$ cat src/design/sflr_pkg.sv
// Shared types, constants and reset table of the serial frame register loader.
package sflr_pkg;

  localparam int MAX_FRAME_BYTES_DEF = 255;
  localparam int HEAD_DEPTH          = 5;
  localparam int HEAD_IDX_W          = $clog2(HEAD_DEPTH);
  localparam int BANK_DEPTH          = 8;
  localparam int BANK_IDX_W          = $clog2(BANK_DEPTH);
  localparam int WRITE_FRAME_LEN     = 7;
  localparam int QUEUE_DEPTH         = 2;
  localparam int QUEUE_PTR_W         = $clog2(QUEUE_DEPTH);
  localparam int QUEUE_CNT_W         = $clog2(QUEUE_DEPTH + 1);

  localparam logic [7:0]  CH_CR      = 8'h0D;
  localparam logic [7:0]  CH_LF      = 8'h0A;
  localparam logic [31:0] WORD_START = 32'h706C6179;
  localparam logic [31:0] WORD_DUMP  = 32'h64617461;

  localparam logic [31:0] BANK_INIT [BANK_DEPTH] = '{
    32'hFFFFFFFF, 32'h04600847, 32'h19DF48C4, 32'h00000000,
    32'h21D00000, 32'h00000152, 32'h6800006C, 32'h00000000
  };

  typedef enum logic [2:0] {
    EV_WRITE     = 3'd0,
    EV_START     = 3'd1,
    EV_DUMP      = 3'd2,
    EV_BAD_CMD   = 3'd3,
    EV_BAD_FRAME = 3'd4,
    EV_OVERFLOW  = 3'd5
  } event_t;

  // One classified frame, handed from the parser to the executor.
  typedef struct packed {
    event_t                  ev;
    logic [BANK_IDX_W-1:0]   idx;
    logic [31:0]             word;
  } cmd_t;

  typedef struct packed {
    logic full;
    logic empty;
  } q_status_t;

  typedef enum logic {
    BK_IDLE,
    BK_BURST
  } back_state_t;

endpackage

$ cat src/design/sflr_front.sv
// Frame parser: accepts received bytes, tracks the frame and classifies finished frames.
module sflr_front #(
  parameter int MAX_FRAME_BYTES = sflr_pkg::MAX_FRAME_BYTES_DEF
) (
  input  logic                clk,
  input  logic                rst,
  input  logic                in_valid,
  output logic                in_ready,
  input  logic [7:0]          rx_byte,
  input  sflr_pkg::q_status_t q_status,
  output logic                push,
  output sflr_pkg::cmd_t      push_cmd
);
  import sflr_pkg::*;

  logic [7:0] byte_count;
  logic [7:0] previous_byte;
  logic [7:0] head_bytes [HEAD_DEPTH];

  logic [7:0]  head_new [HEAD_DEPTH];
  logic [7:0]  count_next;
  logic        overflow;
  logic        frame_end;
  logic        accept;
  logic [31:0] word;

  assign in_ready = !q_status.full;
  assign accept   = in_valid && in_ready;
  assign overflow = byte_count >= 8'(MAX_FRAME_BYTES);

  always_comb begin
    head_new = head_bytes;
    if (byte_count < 8'(HEAD_DEPTH)) begin
      head_new[byte_count[HEAD_IDX_W-1:0]] = rx_byte;
    end
    count_next = byte_count + 8'd1;
    frame_end  = (rx_byte == CH_LF) && (count_next >= 8'd2) && (previous_byte == CH_CR);
    word       = {head_new[1], head_new[2], head_new[3], head_new[4]};

    push_cmd = '{ev: EV_BAD_FRAME, idx: '0, word: '0};
    priority if (overflow) begin
      push_cmd.ev = EV_OVERFLOW;
    end else if (head_new[0] == CH_CR) begin
      if (word == WORD_START) begin
        push_cmd.ev = EV_START;
      end else if (word == WORD_DUMP) begin
        push_cmd.ev = EV_DUMP;
      end else begin
        push_cmd.ev   = EV_BAD_CMD;
        push_cmd.word = word;
      end
    end else if (head_new[0] < 8'(BANK_DEPTH) && count_next == 8'(WRITE_FRAME_LEN)) begin
      push_cmd.ev   = EV_WRITE;
      push_cmd.idx  = head_new[0][BANK_IDX_W-1:0];
      push_cmd.word = word;
    end else begin
      push_cmd.ev = EV_BAD_FRAME;
    end

    push = accept && (overflow || frame_end);
  end

  always_ff @(posedge clk) begin
    if (rst) begin
      byte_count    <= '0;
      previous_byte <= '0;
      for (int i = 0; i < HEAD_DEPTH; i++) head_bytes[i] <= '0;
    end else if (accept) begin
      if (overflow || frame_end) begin
        // drop the frame and start over
        byte_count    <= '0;
        previous_byte <= '0;
        for (int i = 0; i < HEAD_DEPTH; i++) head_bytes[i] <= '0;
      end else begin
        byte_count    <= count_next;
        previous_byte <= rx_byte;
        head_bytes    <= head_new;
      end
    end
  end

endmodule

$ cat src/design/sflr_queue.sv
// Short command queue between the frame parser and the executor.
module sflr_queue (
  input  logic                clk,
  input  logic                rst,
  input  logic                push,
  input  sflr_pkg::cmd_t      push_cmd,
  input  logic                pop,
  output sflr_pkg::cmd_t      pop_cmd,
  output sflr_pkg::q_status_t q_status
);
  import sflr_pkg::*;

  cmd_t                   entries [QUEUE_DEPTH];
  logic [QUEUE_PTR_W-1:0] wr_ptr;
  logic [QUEUE_PTR_W-1:0] rd_ptr;
  logic [QUEUE_CNT_W-1:0] fill;

  localparam logic [QUEUE_PTR_W-1:0] PTR_LAST = QUEUE_PTR_W'(QUEUE_DEPTH - 1);

  assign q_status.full  = fill == QUEUE_CNT_W'(QUEUE_DEPTH);
  assign q_status.empty = fill == '0;
  assign pop_cmd        = entries[rd_ptr];

  always_ff @(posedge clk) begin
    if (push) entries[wr_ptr] <= push_cmd;
  end

  always_ff @(posedge clk) begin
    if (rst) begin
      wr_ptr <= '0;
      rd_ptr <= '0;
      fill   <= '0;
    end else begin
      if (push) wr_ptr <= (wr_ptr == PTR_LAST) ? '0 : wr_ptr + 1'b1;
      if (pop)  rd_ptr <= (rd_ptr == PTR_LAST) ? '0 : rd_ptr + 1'b1;
      unique case ({push, pop})
        2'b10:   fill <= fill + 1'b1;
        2'b01:   fill <= fill - 1'b1;
        default: fill <= fill;
      endcase
    end
  end

endmodule

$ cat src/design/sflr_back.sv
// Executor: holds the register bank, runs writes and start/dump bursts, drives the output register.
module sflr_back (
  input  logic                                  clk,
  input  logic                                  rst,
  input  sflr_pkg::q_status_t                   q_status,
  input  sflr_pkg::cmd_t                        pop_cmd,
  output logic                                  pop,
  output logic                                  out_valid,
  input  logic                                  out_ready,
  output logic [2:0]                            event_res,
  output logic [sflr_pkg::BANK_IDX_W-1:0]       reg_index,
  output logic [31:0]                           value,
  output logic                                  last
);
  import sflr_pkg::*;

  localparam logic [BANK_IDX_W-1:0] BANK_LAST = BANK_IDX_W'(BANK_DEPTH - 1);

  logic [31:0]           bank [BANK_DEPTH];
  back_state_t           state, state_next;
  logic [BANK_IDX_W-1:0] burst_idx, burst_idx_next;
  event_t                burst_ev, burst_ev_next;
  logic                  out_valid_next;
  event_t                out_ev, out_ev_next;
  logic [BANK_IDX_W-1:0] out_idx, out_idx_next;
  logic [31:0]           out_value, out_value_next;
  logic                  out_last, out_last_next;
  logic                  bank_we;
  logic                  can_load;
  logic [31:0]           bank_rd;

  assign can_load  = !out_valid || out_ready;
  assign bank_rd   = bank[burst_idx];
  assign event_res = out_ev;
  assign reg_index = out_idx;
  assign value     = out_value;
  assign last      = out_last;

  always_comb begin
    state_next     = state;
    burst_idx_next = burst_idx;
    burst_ev_next  = burst_ev;
    out_valid_next = out_valid;
    out_ev_next    = out_ev;
    out_idx_next   = out_idx;
    out_value_next = out_value;
    out_last_next  = out_last;
    pop            = 1'b0;
    bank_we        = 1'b0;

    unique case (state)
      BK_IDLE: begin
        if (can_load) begin
          out_valid_next = 1'b0;
          if (!q_status.empty) begin
            pop            = 1'b1;
            out_valid_next = 1'b1;
            out_ev_next    = pop_cmd.ev;
            out_idx_next   = '0;
            out_value_next = '0;
            out_last_next  = 1'b1;
            unique case (pop_cmd.ev)
              EV_WRITE: begin
                bank_we        = 1'b1;
                out_idx_next   = pop_cmd.idx;
                out_value_next = pop_cmd.word;
              end
              EV_START, EV_DUMP: begin
                // burst_idx rests at zero here: emit register 0 now
                out_value_next = bank_rd;
                out_last_next  = 1'b0;
                burst_ev_next  = pop_cmd.ev;
                burst_idx_next = burst_idx + 1'b1;
                state_next     = BK_BURST;
              end
              EV_BAD_CMD: out_value_next = pop_cmd.word;
              default: ;
            endcase
          end
        end
      end
      BK_BURST: begin
        if (can_load) begin
          out_valid_next = 1'b1;
          out_ev_next    = burst_ev;
          out_idx_next   = burst_idx;
          out_value_next = bank_rd;
          out_last_next  = burst_idx == BANK_LAST;
          burst_idx_next = burst_idx + 1'b1;
          if (burst_idx == BANK_LAST) state_next = BK_IDLE;
        end
      end
      default: state_next = BK_IDLE;
    endcase
  end

  always_ff @(posedge clk) begin
    if (rst) begin
      state     <= BK_IDLE;
      burst_idx <= '0;
      burst_ev  <= EV_START;
      out_valid <= 1'b0;
      for (int i = 0; i < BANK_DEPTH; i++) bank[i] <= BANK_INIT[i];
    end else begin
      state     <= state_next;
      burst_idx <= burst_idx_next;
      burst_ev  <= burst_ev_next;
      out_valid <= out_valid_next;
      if (bank_we) bank[pop_cmd.idx] <= pop_cmd.word;
    end
  end

  always_ff @(posedge clk) begin
    out_ev    <= out_ev_next;
    out_idx   <= out_idx_next;
    out_value <= out_value_next;
    out_last  <= out_last_next;
  end

endmodule

$ cat src/design/serial_frame_register_loader_unit.sv
// Top level of the serial frame register loader: parser, command queue and executor.
//
//   channel | signals                                  | direction
//   --------+------------------------------------------+----------
//   in      | in_valid, in_ready, rx_byte               | input
//   out     | out_valid, out_ready, event_res,          | output
//           | reg_index, value, last                    |
//
// A byte is taken in the cycle it arrives while the two-entry command queue has room.
// The first result of a finished frame passes through the command queue and the output
// register; a start or dump frame yields eight results, one bank register per cycle while
// the output is not stalled, from the executor's single read port.
// Synchronous reset clears the frame, the queue and the output, and reloads the bank.
// A stalled output holds the executor; the parser keeps taking bytes until the queue fills.
module serial_frame_register_loader_unit #(
  parameter int MAX_FRAME_BYTES = sflr_pkg::MAX_FRAME_BYTES_DEF
) (
  input  logic                            clk,
  input  logic                            rst,
  input  logic                            in_valid,
  output logic                            in_ready,
  input  logic [7:0]                      rx_byte,
  output logic                            out_valid,
  input  logic                            out_ready,
  output logic [2:0]                      event_res,
  output logic [sflr_pkg::BANK_IDX_W-1:0] reg_index,
  output logic [31:0]                     value,
  output logic                            last
);
  import sflr_pkg::*;

  q_status_t q_status;
  logic      push;
  logic      pop;
  cmd_t      push_cmd;
  cmd_t      pop_cmd;

  sflr_front #(
    .MAX_FRAME_BYTES(MAX_FRAME_BYTES)
  ) u_front (
    .clk      (clk),
    .rst      (rst),
    .in_valid (in_valid),
    .in_ready (in_ready),
    .rx_byte  (rx_byte),
    .q_status (q_status),
    .push     (push),
    .push_cmd (push_cmd)
  );

  sflr_queue u_queue (
    .clk      (clk),
    .rst      (rst),
    .push     (push),
    .push_cmd (push_cmd),
    .pop      (pop),
    .pop_cmd  (pop_cmd),
    .q_status (q_status)
  );

  sflr_back u_back (
    .clk       (clk),
    .rst       (rst),
    .q_status  (q_status),
    .pop_cmd   (pop_cmd),
    .pop       (pop),
    .out_valid (out_valid),
    .out_ready (out_ready),
    .event_res (event_res),
    .reg_index (reg_index),
    .value     (value),
    .last      (last)
  );

  a_no_push_when_full: assert property (@(posedge clk) disable iff (rst)
    push |-> !q_status.full)
    else $error("command pushed into a full queue");

  a_no_pop_when_empty: assert property (@(posedge clk) disable iff (rst)
    pop |-> !q_status.empty)
    else $error("command popped from an empty queue");

  a_burst_last: assert property (@(posedge clk) disable iff (rst)
    out_valid && (event_res == EV_START || event_res == EV_DUMP) |->
      (last == (reg_index == BANK_IDX_W'(BANK_DEPTH - 1))))
    else $error("last flag out of place in a start or dump burst");

  a_error_index_zero: assert property (@(posedge clk) disable iff (rst)
    out_valid && (event_res == EV_BAD_CMD || event_res == EV_BAD_FRAME ||
                  event_res == EV_OVERFLOW) |-> (reg_index == '0) && last)
    else $error("error transaction with nonzero index or without last");

endmodule

$ cat config.mk
export PLATFORM = sky130hd
export DESIGN_NAME = serial_frame_register_loader_unit
export DESIGN_NICKNAME = d
export VERILOG_FILES = /design/src/design/sflr_pkg.sv /design/src/design/sflr_front.sv /design/src/design/sflr_queue.sv /design/src/design/sflr_back.sv /design/src/design/serial_frame_register_loader_unit.sv
export SDC_FILE = /design/constraint.sdc
export NUM_CORES = 1
export LEC_CHECK = 0
export ABC_CLOCK_PERIOD_IN_PS = 10800
export BUFFER_PORTS_ARGS = -buffer_cell sky130_fd_sc_hd__buf_2
export CAP_MARGIN = 20
export CORE_AREA = 4 4 204 186
export DETAILED_ROUTE_END_ITERATION = 8
export DIE_AREA = 0 0 208 190
export PLACE_DENSITY = 0.71
export SETUP_SLACK_MARGIN = 0.02
export SYNTH_ARGS = -nofsm -noshare
export SYNTH_HDL_FRONTEND = slang
export SYNTH_SLANG_ARGS = --single-unit
$ cat constraint.sdc
create_clock -name clk -period 10.8 [get_ports clk]
set_input_delay 2.16 -clock clk [delete_from_list [all_inputs] [get_ports clk]]
set_output_delay 2.16 -clock clk [all_outputs]
set_load 0.01 [all_outputs]
**Word level (Yosys, flattened, before mapping)**

Memory sizes are Yosys's and may differ from the RTL's. A register that Yosys moved wholly into a read port is not among the register bits.
Index checks and enable logic that the tools add are counted.

- Logic and storage cells: 147
- Bits of input ports: 12
- Register bits: 107
- Memories: 2
- Output and inout port bits: 41
- Bits in latches: 0
- Bits in writable memories: 332
- Memory bits (read-only): 0

Memory list:

| memory | depth | bits a word | read ports | clocked after Yosys merged registers in | write ports | RTL line | RTL |
|---|---|---|---|---|---|---|---|
| u_back.bank | 8 | 32 | 1 | 1 | 8 | sflr_back.sv:19 | `logic [31:0] bank [BANK_DEPTH];` |
| u_queue.entries | 2 | 38 | 1 | 1 | 1 | sflr_queue.sv:13 | `cmd_t entries [QUEUE_DEPTH];` |

- Bitwise logic cells: 3
- Multipliers: 0
- Eq/ne operators: 17
- $add $sub $neg: 6
- Divide/modulo/power cells: 0
- Reduce and logical (&&, ||, !) cells: 20
- Multiplexer cells: 75
- Shift-type cells: 0
- Order comparisons: 6

Operator list:

| kind | count |
|---|---|
| 32-bit two-way mux | 7 |
| 32-bit one-hot mux with 2 select lines | 2 |
| 40-bit two-way mux | 2 |
| 35-bit two-way mux | 2 |
| 32-bit by 31-bit == test with 1-bit output (second input constant) | 2 |
| 3-bit two-way mux | 19 |
| 40-bit bitwise mux | 1 |
| 32-bit OR reduction | 1 |
| 1-bit two-way mux | 31 |
| 8-bit demux with 3-bit select | 1 |
| 8-bit by 4-bit == test with 1-bit output (second input constant) | 3 |
| 8-bit two-way mux | 3 |
| 3-bit one-hot mux with 2 select lines | 3 |
| 8-bit by 1-bit adder with 8-bit output (second input constant) | 1 |
| 8-bit by 3-bit == test with 1-bit output (second input constant) | 1 |
| 8-bit by 2-bit greater-or-equal comparator with 1-bit output (second input constant) | 1 |
| 8-bit greater-or-equal comparator (second input constant) | 1 |
| 8-bit by 3-bit less-than comparator with 1-bit output (second input constant) | 1 |
| 8-bit by 4-bit less-than comparator with 1-bit output (second input constant) | 1 |
| 4-bit AND reduction | 2 |
| 3-bit by 2-bit == test with 1-bit output (second input constant) | 2 |
| 1-bit logical AND | 6 |
| 2-bit != test (second input constant) | 3 |
| 1-bit one-hot mux with 2 select lines | 3 |
| 22 further kinds | 28 |

**Longest topological paths before layout**

Gate-level depths: netlist of the first run.

- Word-level depth: 12
- Mapped depth: 11
- Mapped depth without buffers: 10

**Cells and area by module**

From an unflattened synthesis of the first run, not the netlist that was laid out.

- Cells, all modules: 1629
- Area total of the unflattened synthesis: 20119.3 sq um

Modules (own cells, without submodules):

| module | seq. area each (sq um) | area each (sq um) | instances | cells each |
|---|---|---|---|---|
| sflr_back | 9078.7 | 13497.9 | 1 | 997 |
| sflr_front | 1121.1 | 3681.0 | 1 | 492 |
| sflr_queue | 2382.3 | 2940.3 | 1 | 140 |

**Worst setup path after synthesis of the first run**

No wires, ideal clock.

- Path kind: input port to flip-flop
- From: in rx_byte[4]
- To: mem u_queue.entries[0][0] (netlist bit) (enable)
- Slack: 4.832 ns
- Path buffers: 2
- Arrival: 5.535 ns
- Stages: 8
- Cell sequence: clkbuf_1 > nor4_1 > nand4_1 > nor4b_1 > o31a_1 > buf_2 > o21ai_0 > nor2_1

- Word-level cells in the longest chain between the ends: 7

RTL lines:

| item | RTL line | RTL |
|---|---|---|
| start, declared | serial_frame_register_loader_unit.sv:22 | `input logic [7:0] rx_byte,` |
| 8-bit by 4-bit == test with 1-bit output | sflr_front.sv:37 | `frame_end = (rx_byte == CH_LF) && (count_next >= 8'd2) && (previous_byte == CH_CR);` |
| 1-bit logical AND (2 in a row) | sflr_front.sv:37 |  |
| 1-bit logical OR | sflr_front.sv:60 | `push = accept && (overflow \|\| frame_end);` |
| 1-bit logical AND | sflr_front.sv:60 |  |
| 1-bit two-way mux | sflr_queue.sv:25 | `if (push) entries[wr_ptr] <= push_cmd;` |
| 1-bit two-way mux (implied by the code) | sflr_queue.sv:25 |  |
| end, declared | sflr_queue.sv:13 |  |

Every way passes these cells.

**Worst setup path in the final report of the first run**

- From: in rx_byte[4]
- To: reg u_queue.fill[1]

- Word-level cells in the longest chain between the ends: 7

RTL lines:

| item | RTL line | RTL |
|---|---|---|
| 8-bit by 4-bit == test with 1-bit output * | sflr_front.sv:37 |  |
| 1-bit logical AND * (2 in a row) | sflr_front.sv:37 |  |
| 1-bit logical OR * | sflr_front.sv:60 |  |
| 1-bit logical AND * | sflr_front.sv:60 |  |
| 2-bit by 1-bit == test with 1-bit output or 2-bit == test (tied branches) | sflr_queue.sv:36 | `unique case ({push, pop})` |
| 2-bit one-hot mux with 2 select lines or 2-bit nonzero test (tied branches) | - |  |
| end signal, assigned | sflr_queue.sv:37 | `2'b10: fill <= fill + 1'b1;` |
| end signal, assigned | sflr_queue.sv:38 | `2'b01: fill <= fill - 1'b1;` |
| end signal, assigned | sflr_queue.sv:39 | `default: fill <= fill;` |
| end, declared | sflr_queue.sv:16 | `logic [QUEUE_CNT_W-1:0] fill;` |

Mark *: on every way between the ends. The rest lies on a longest branch, timed or not.
A chain may end at the register's enable or synchronous reset.

==> metrics.md, run 1 <==
| Metric | Value |
|---|---|
| Final setup fails | `0` |
| Setup Skew | `0.0175 ns` |
| Unrepaired setup endpoints after global routing | `false` |
| Max incr delay on CP | `0.62 ns` |
| Cell chain of the critical path | `buf_2 -> nor4_1 -> nand4_1 -> nor4b_1 -> o31a_1 -> o21ai_0 -> ha_1 -> or3_1 -> a21oi_1` |
| Slew Limit Headroom | `0.256` |
| Capturing point of the worst reg2reg path | `u_back.bank[2][4]` |
| Worst-margin pin slew | `1.12 ns` |
| First-pass GRT wire length | `72.2 mm` |
| Max-Cap Viols | `0` |
| DR iter-0 viols | `about 1500` |
| Clk root buf | `clkbuf_16` |
| PostCTS Resize Cnt | `0` |
| CTS buffer count | `45` |
| Worst-Skew Late Latency | `between 0.5 and 0.6 ns` |
| Sequential area share after synthesis | `0.646` |
| Synth unique cells | `66` |
| Pin count of the biggest net entering global routing | `between 80 and 90` |
| Reg2Reg Depth | `8` |
| Drt first pass iters | `7` |
| Overall routing resource usage | `0.232` |
| Worst min-delay path class | `reg2reg` |
| CP max FO | `16` |
| CTS Hold Bufs | `0` |
| EDFF count, synth | `371` |
| Most common cell after layout, fill and taps aside | `edfxtp_1` |
| Pwr/cell area | `157 mW/mm²` |
| R2R setup slack | `slightly above 6 ns` |
| Synthesized area per cell | `roughly 13 µm²` |
| Post-CTS Setup Bufs | `0` |
| Leakage | `7.12 nW` |
| Hold_sp | `u_back.burst_ev[2]` |
| Post-route ant nets | `0` |
| Ant diodes | `0` |
| Hold Path Stages | `2` |
| #FFs+latches synth | `443` |
| Reg clk slew, reported paths | `0.06 ns` |
| Core area | `~0.036 mm²` |
| Initial antenna violation count | `0` |
| Syn_nets | `1522` |
| Post-detail-place hpwl | `28.0 mm` |
| Hold Path Sink | `u_back.burst_ev[2]` |
| CTS Buffer Depth | `3` |
| Area after DPL | `0.0203 mm²` |
| WL final | `46.4 mm` |
| P&R area growth vs syn | `11.6%` |
| Cells after synthesis | `1503` |
| Net count, final | `1565` |
| Vias | `12600` |
| Post-Synthesis Cell Area | `roughly 0.019 mm²` |
| # H-tree levels | `2` |
| Initial cell density of the core | `0.543` |
| Final Cycle Share | `0.478` |
| Worst VDD drop | `0.121 mV` |
| GPL Wtd Cong | `0.882` |
| Most frequent cells in the layout | `edfxtp_1, nor2_1, nand2_1, mux2i_1, dfxtp_1` |
| Layout cells sized above 1 | `0.172` |
| Hold WS | `0.451 ns` |
| Vias per cell | `6.13` |
| Grt ovf | `0` |
| Finished Layout Cells | `~2100` |
| TritonCTS clock tree | `yes` |
| Status | `completed` |
| Post-Layout Inst Area | `0.0217 mm²` |
| Worst Path Required | `11.26 ns` |
| Setup crit start kind | `input port` |
| Final slew viol count | `0` |
| WL/cell | `22.6 µm` |
| Placed cells | `1969` |
| Max Freq | `194 MHz` |
| WP data arrival | `5.63 ns` |
| DIE WIDTH | `208 µm` |
| Syn. warnings | `0` |
| Ports | `53` |
| Commonest register cell after synthesis | `edfxtp_1` |
| Clock sink count | `between 400 and 500` |
| Ys async rst share | `0` |
| Setup TNS after final layout | `0 ns` |
| CP top delay family | `simple AND/OR/NAND/NOR gates` |
| Die H | `190 µm` |
| Row count | `66` |
| Period minus WS final | `about 5.2 ns` |
| CP endpoint kind | `flop` |
| Critical path buffers and inverters | `1` |
| # port buffers | `52` |
| Critical path class | `in2reg` |
| DRC Markers | `0` |
| Hold Violations, Final | `0` |
| Vias in the first global route | `12700` |
| Die area | `0.0395 mm²` |
| CP max-delay cell | `o31a_1` |
## report_power, final
| part | switching [mW] | total (mW) | leakage (nW) | internal [mW] |
|---|---|---|---|---|
| Combinational | 0.0679 | 0.0933 | 2.40 | 0.0255 |
| Clock | 0.629 | 1.43 | 0.651 | 0.805 |
| Sequential | 0.0126 | 1.88 | 4.07 | 1.87 |
| Total | 0.710 | 3.41 | 7.12 | 2.70 |
## cells in the mapped netlist, types with 2 or more instances
| cell | instances | area [µm²] |
|---|---|---|
| a211oi_2 | 5 | 62.6 |
| a21o_1 | 3 | 22.5 |
| a21oi_1 | 40 | 200 |
| a22o_1 | 3 | 26.3 |
| a22oi_1 | 26 | 195 |
| a31oi_1 | 6 | 37.5 |
| a32oi_1 | 8 | 70.1 |
| and2_1 | 5 | 31.3 |
| and3_1 | 7 | 43.8 |
| buf_1 | 14 | 52.6 |
| buf_2 | 3 | 15.0 |
| buf_6 | 5 | 56.3 |
| clkbuf_1 | 82 | 308 |
| dfxtp_1 | 72 | 1440 |
| edfxtp_1 | 371 | 11100 |
| ha_1 | 7 | 87.6 |
| inv_1 | 17 | 63.8 |
| mux2_2 | 2 | 22.5 |
| mux2i_1 | 82 | 821 |
| mux4_2 | 64 | 1440 |
| nand2_1 | 140 | 526 |
| nand2b_1 | 24 | 150 |
| nand3_1 | 20 | 100 |
| nand3b_1 | 5 | 37.5 |
| nand4_1 | 2 | 12.5 |
| nand4b_1 | 2 | 17.5 |
| nor2_1 | 293 | 1100 |
| nor2b_1 | 7 | 43.8 |
| nor3_1 | 16 | 80.1 |
| nor3_2 | 15 | 150 |
| nor3b_1 | 3 | 22.5 |
| nor4_1 | 12 | 75.1 |
| nor4_2 | 2 | 25.0 |
| nor4b_1 | 5 | 43.8 |
| nor4bb_1 | 4 | 40.0 |
| o21ai_0 | 39 | 195 |
| o22ai_1 | 34 | 213 |
| o31ai_1 | 7 | 52.6 |
| o32ai_1 | 8 | 70.1 |
| or2_2 | 2 | 12.5 |
| or3_1 | 5 | 31.3 |
| or4_1 | 5 | 37.5 |
| or4bb_1 | 2 | 22.5 |
| xnor2_1 | 5 | 43.8 |
| xor2_1 | 3 | 26.3 |
## state kept, by name, summed over array words and instances, names as in the netlist, 2 cells and up, named ones only
register	cells
u_back.bank	256
u_queue.entries	76
u_front.head_bytes	40
u_back.value	32
u_front.byte_count	8
u_front.previous_byte	8
u_back.burst_ev	3
u_back.burst_idx	3
u_back.event_res	3
u_back.reg_index	3
u_queue.fill	2
## cell families (layout without fill, tap and decap cells)
logic type      Yosys count  count (layout)  share of synthesized area
mux                     148             148                      0.117
xor+xnor                  8               8                    0.00360
fa+ha+maj                 7               7                    0.00450
compound gates          190             190                     0.0641
flops                   443             443                      0.646
simple gates            585             585                      0.139
buf+inv                 122             200                     0.0256
## tightest hold or removal path, stage by stage (launching register included)
cell and delay, ns:
dfxtp_1 0.29, inv_1 0.06, nor3_1 0.05
## layer usage
| layer | routed length [µm] | global-route usage | share of wire | vias to the layer above |
|---|---|---|---|---|
| li1 | - | - | - | 5678 |
| met1 | 19000 | 0.318 | 0.41 | 6273 |
| met2 | 22700 | 0.390 | 0.49 | 566 |
| met3 | 3590 | 0.0378 | 0.077 | 84 |
| met5 | 0 | 0 | 0 | - |
| met4 | 1100 | 0.0637 | 0.024 | 0 |
## through the flow
step | power (mW) | setup slack [ns] | utilization
6_report | 3.41 | 5.64 | 0.607
3_3_place_gp | 2.01 | 4.89 | 0.566
5_1_grt | 3.51 | 5.47 | 0.607
3_5_place_dp | 2.01 | 4.77 | 0.566
2_1_floorplan | 1.98 | 4.83 | -
4_1_cts | 3.43 | 5.33 | 0.603
## how the worst max path moves through the flow
stage | depth (start not counted) | slack (ns) | from | endpoint
after floorplan | 8 | 4.83 | rx_byte[4] | u_queue.entries[0][0]
after global placement | 7 | 4.89 | rx_byte[4] | u_queue.entries[1][10]
after detailed placement | 7 | 4.77 | rx_byte[4] | u_queue.entries[0][15]
after CTS | 7 | 5.33 | rx_byte[4] | u_queue.entries[0][15]
after global routing | 9 | 5.47 | rx_byte[4] | u_queue.fill[1]
final | 9 | 5.64 | rx_byte[4] | u_queue.fill[1]
## cell type report
cell class / count / area [µm²]
Clock buffer: 65 / 1210
Tap cell: 476 / 596
Inverter: 18 / 67.6
Multi-Input combinational cell: 938 / 6460
Fill cell: 2778 / 14100
Timing Repair Buffer: 100 / 693
Sequential cell: 443 / 12600
Clock inverter: 17 / 128
(Power assumes the default switching activity.)
==> run 2: changes to the inputs <==
Settings changed: ABC_CLOCK_PERIOD_IN_PS 10800 to 4910.
Clock period 10.8 ns to 4.91 ns, I/O delays scaled along.
==> run 2 against run 1 <==
Compared with the run above:
- global-route usage up 0.39 points
- setup slack worse by 4.4 ns
- via count up 0.55%
- critical path type is now reg2reg
- critical path depth down 1
- utilization up 0.11 points
- largest power group unchanged
- first-iteration DRC count down 11%
- register-to-register slack worse by 4.9 ns
- routed wire length up 0.58%
- largest cell class unchanged
- total power up 120%
- die area unchanged
==> metrics.md, run 2 (synthesized netlist as in run 1, its figures left out) <==
| Metric | Value |
|---|---|
| Status | `completed (unchanged)` |
| Ant diodes | `0 (unchanged)` |
| Worst-Skew Late Latency | `0.58 ns (was 0.55 ns)` |
| Clock sink count | `443 (unchanged)` |
| Vias per cell | `6.14 (was 6.13)` |
| Final setup fails | `0 (unchanged)` |
| P_int | `6.08 mW (was 2.70 mW)` |
| Combinational fraction of design power | `0.028 (was 0.027)` |
| Final slew viol count | `0 (unchanged)` |
| Met3 Track Usage GR | `0.0481 (was 0.0378)` |
| DRC Markers | `0 (unchanged)` |
| Layout cells sized above 1 | `0.175 (was 0.172)` |
| Critical path class | `reg2reg (was in2reg)` |
| Final Total Pwr | `7.66 mW (was 3.41 mW)` |
| Initial antenna violation count | `0 (unchanged)` |
| WL final | `46.7 mm (was 46.4 mm)` |
| Max-Cap Viols | `0 (unchanged)` |
| WL/cell | `22.6 µm (about the same)` |
| CTS buffer count | `45 (unchanged)` |
| Switching share of power | `0.207 (was 0.208)` |
| Most flops, register | `u_back.bank (unchanged)` |
| Most frequent cells in the layout | `edfxtp_1, nor2_1, nand2_1, mux2i_1, dfxtp_1 (unchanged)` |
| Unrepaired setup endpoints after global routing | `false (unchanged)` |
| P&R area growth vs syn | `11.8% (was 11.6%)` |
| # H-tree levels | `2 (unchanged)` |
| CP max-delay cell | `nor4b_1 (was o31a_1)` |
| First-pass GRT wire length | `72.9 mm (was 72.2 mm)` |
| CTS Buffer Depth | `3 (unchanged)` |
| Final Cycle Share | `0.753` |
| Initial cell density of the core | `0.543 (unchanged)` |
| Cell chain of the critical path | `nor4b_1 -> nand2_1 -> mux2i_1 -> nor4_1 -> o211ai_2 -> a21boi_4 -> buf_4 -> nor3_1 (was buf_2 -> nor4_1 -> nand4_1 -> nor4b_1 -> o31a_1 -> o21ai_0 -> ha_1 -> or3_1 -> a21oi_1)` |
| Post-route setup slack | `1.21 ns (was 5.64 ns)` |
| Worst min-delay path class | `reg2reg (unchanged)` |
| DR iter-0 viols | `1304 (was 1470)` |
| # port buffers | `52 (unchanged)` |
| Post-detail-place hpwl | `28.1 mm (was 28.0 mm)` |
| DIE WIDTH | `208 µm (unchanged)` |
| CTS Hold Bufs | `0 (unchanged)` |
| PostCTS Resize Cnt | `0 (unchanged)` |
| Pin count of the biggest net entering global routing | `87 (was 89)` |
| Drt first pass iters | `6 (was 7)` |
| CP top delay family | `simple AND/OR/NAND/NOR gates (unchanged)` |
| Overall routing resource usage | `0.236 (was 0.232)` |
| Net Switching | `1.59 mW (was 710 µW)` |
| Clk root buf | `clkbuf_16 (unchanged)` |
| GR Layer Usage met2 | `0.393 (was 0.390)` |
| Setup TNS after final layout | `0 ns (unchanged)` |
| Max Freq | `about 270 MHz` |
| Max reg flops | `256 (unchanged)` |
| Core area | `0.0358 mm² (unchanged)` |
| Die H | `190 µm (unchanged)` |
| GPL Wtd Cong | `0.843 (was 0.882)` |
| Setup crit start kind | `flop (was input port)` |
| Post-CTS Setup Bufs | `0 (unchanged)` |
| Hold Violations, Final | `0 (unchanged)` |
| Pre-CTS setup slack | `0.803 ns (was 4.77 ns)` |
| Placed cells | `1977 (was 1969)` |
| Slew Limit Headroom | `0.261 (was 0.256)` |
| Worst Path Required | `5.19 ns (was 11.26 ns)` |
| Post-route ant nets | `0 (unchanged)` |
| Setup Skew | `0.0242 ns (was 0.0175 ns)` |
| Sequential power share | `0.540 (was 0.552)` |
| Grt ovf | `0 (unchanged)` |
| Critical path buffers and inverters | `1 (unchanged)` |
| Ports | `53 (unchanged)` |
| Worst-margin pin slew | `1.10 ns (was 1.12 ns)` |
| Pwr/cell area | `352 mW/mm² (was 157 mW/mm²)` |
| Die area | `0.0395 mm² (unchanged)` |
| Biggest regs | `u_back.bank: 256 flops, u_queue.entries: 76 flops, u_front.head_bytes: 40 flops (unchanged)` |
| Net count, final | `1569 (was 1565)` |
| Reg clk slew, reported paths | `0.06 ns (about the same)` |
| GR met1 Demand/Resource | `0.317 (was 0.318)` |
| WP data arrival | `3.98 ns (was 5.63 ns)` |
| CP max FO | `31 (was 16)` |
| Clock Power Share | `0.432 (was 0.421)` |
| Most common cell after layout, fill and taps aside | `edfxtp_1 (unchanged)` |
| Worst VDD drop | `0.252 mV (was 0.121 mV)` |
| TritonCTS clock tree | `yes (unchanged)` |
| Global route hottest layer | `met2 (unchanged)` |
| Row count | `66 (unchanged)` |
| CP endpoint kind | `flop (unchanged)` |
| Vias | `12700 (was 12600)` |
| Vias in the first global route | `12600 (was 12700)` |
| Period minus WS final | `3.70 ns` |
| Max incr delay on CP | `0.64 ns (was 0.62 ns)` |
| Leakage | `7.14 nW (was 7.12 nW)` |
| Finished Layout Cells | `2062 (was 2057)` |
## run 2: per-stage QoR
step | hold slack, ns | util | instance area (µm²)
2_1_floorplan | 0.423 | - | 19500
3_3_place_gp | 0.434 | 0.567 | 20300
3_5_place_dp | 0.448 | 0.568 | 20300
4_1_cts | 0.456 | 0.607 | 21800
5_1_grt | 0.472 | 0.608 | 21800
6_report | 0.452 | 0.608 | 21800
## run 2: path summary, 6_finish.rpt
check	slack [ns]	start	to	cells after the start
worst max-delay path	1.21	u_front.byte_count[1]	u_queue.entries[0][31]	8
worst min-delay path	0.45	u_front.previous_byte[2]	u_front.previous_byte[2]	2
worst max register to register	1.21	u_front.byte_count[1]	u_queue.entries[0][31]	8
worst min register to register	0.45	u_front.previous_byte[2]	u_front.previous_byte[2]	2
## run 2: final cells by class
type	count	area [µm²]
Inverter	18	67.6
Tap cell	476	596
Clock inverter	23	229
Multi-Input combinational cell	938	6460
Sequential cell	443	12600
Clock buffer	60	1180
Timing Repair Buffer	104	661
Fill cell	2770	14100
## run 2: worst register-to-register path, cell delays in order, from the launching register on
cell      delay (ns)
dfxtp_1         0.59
nor4b_1         0.65
nand2_1         0.43
mux2i_1         0.22
nor4_1          0.52
o211ai_2        0.21
a21boi_4        0.17
buf_4           0.40
nor3_1          0.21
## run 2: metal layers
layer  vias to the layer above  routed length, µm
li1                       5683                  -
met4                         0               1260
met3                        95               3790
met2                       542              22600
met5                         -                  0
met1                      6350              19100
## run 2: power groups by stage
stage          Clock (mW)  Sequential (mW)  Combinational [mW]
2_1_floorplan           0             4.21               0.143
3_3_place_gp            0             4.21               0.210
3_5_place_dp            0             4.22               0.213
4_1_cts              3.37             4.14               0.214
5_1_grt              3.52             4.14               0.231
6_report             3.31             4.14               0.214
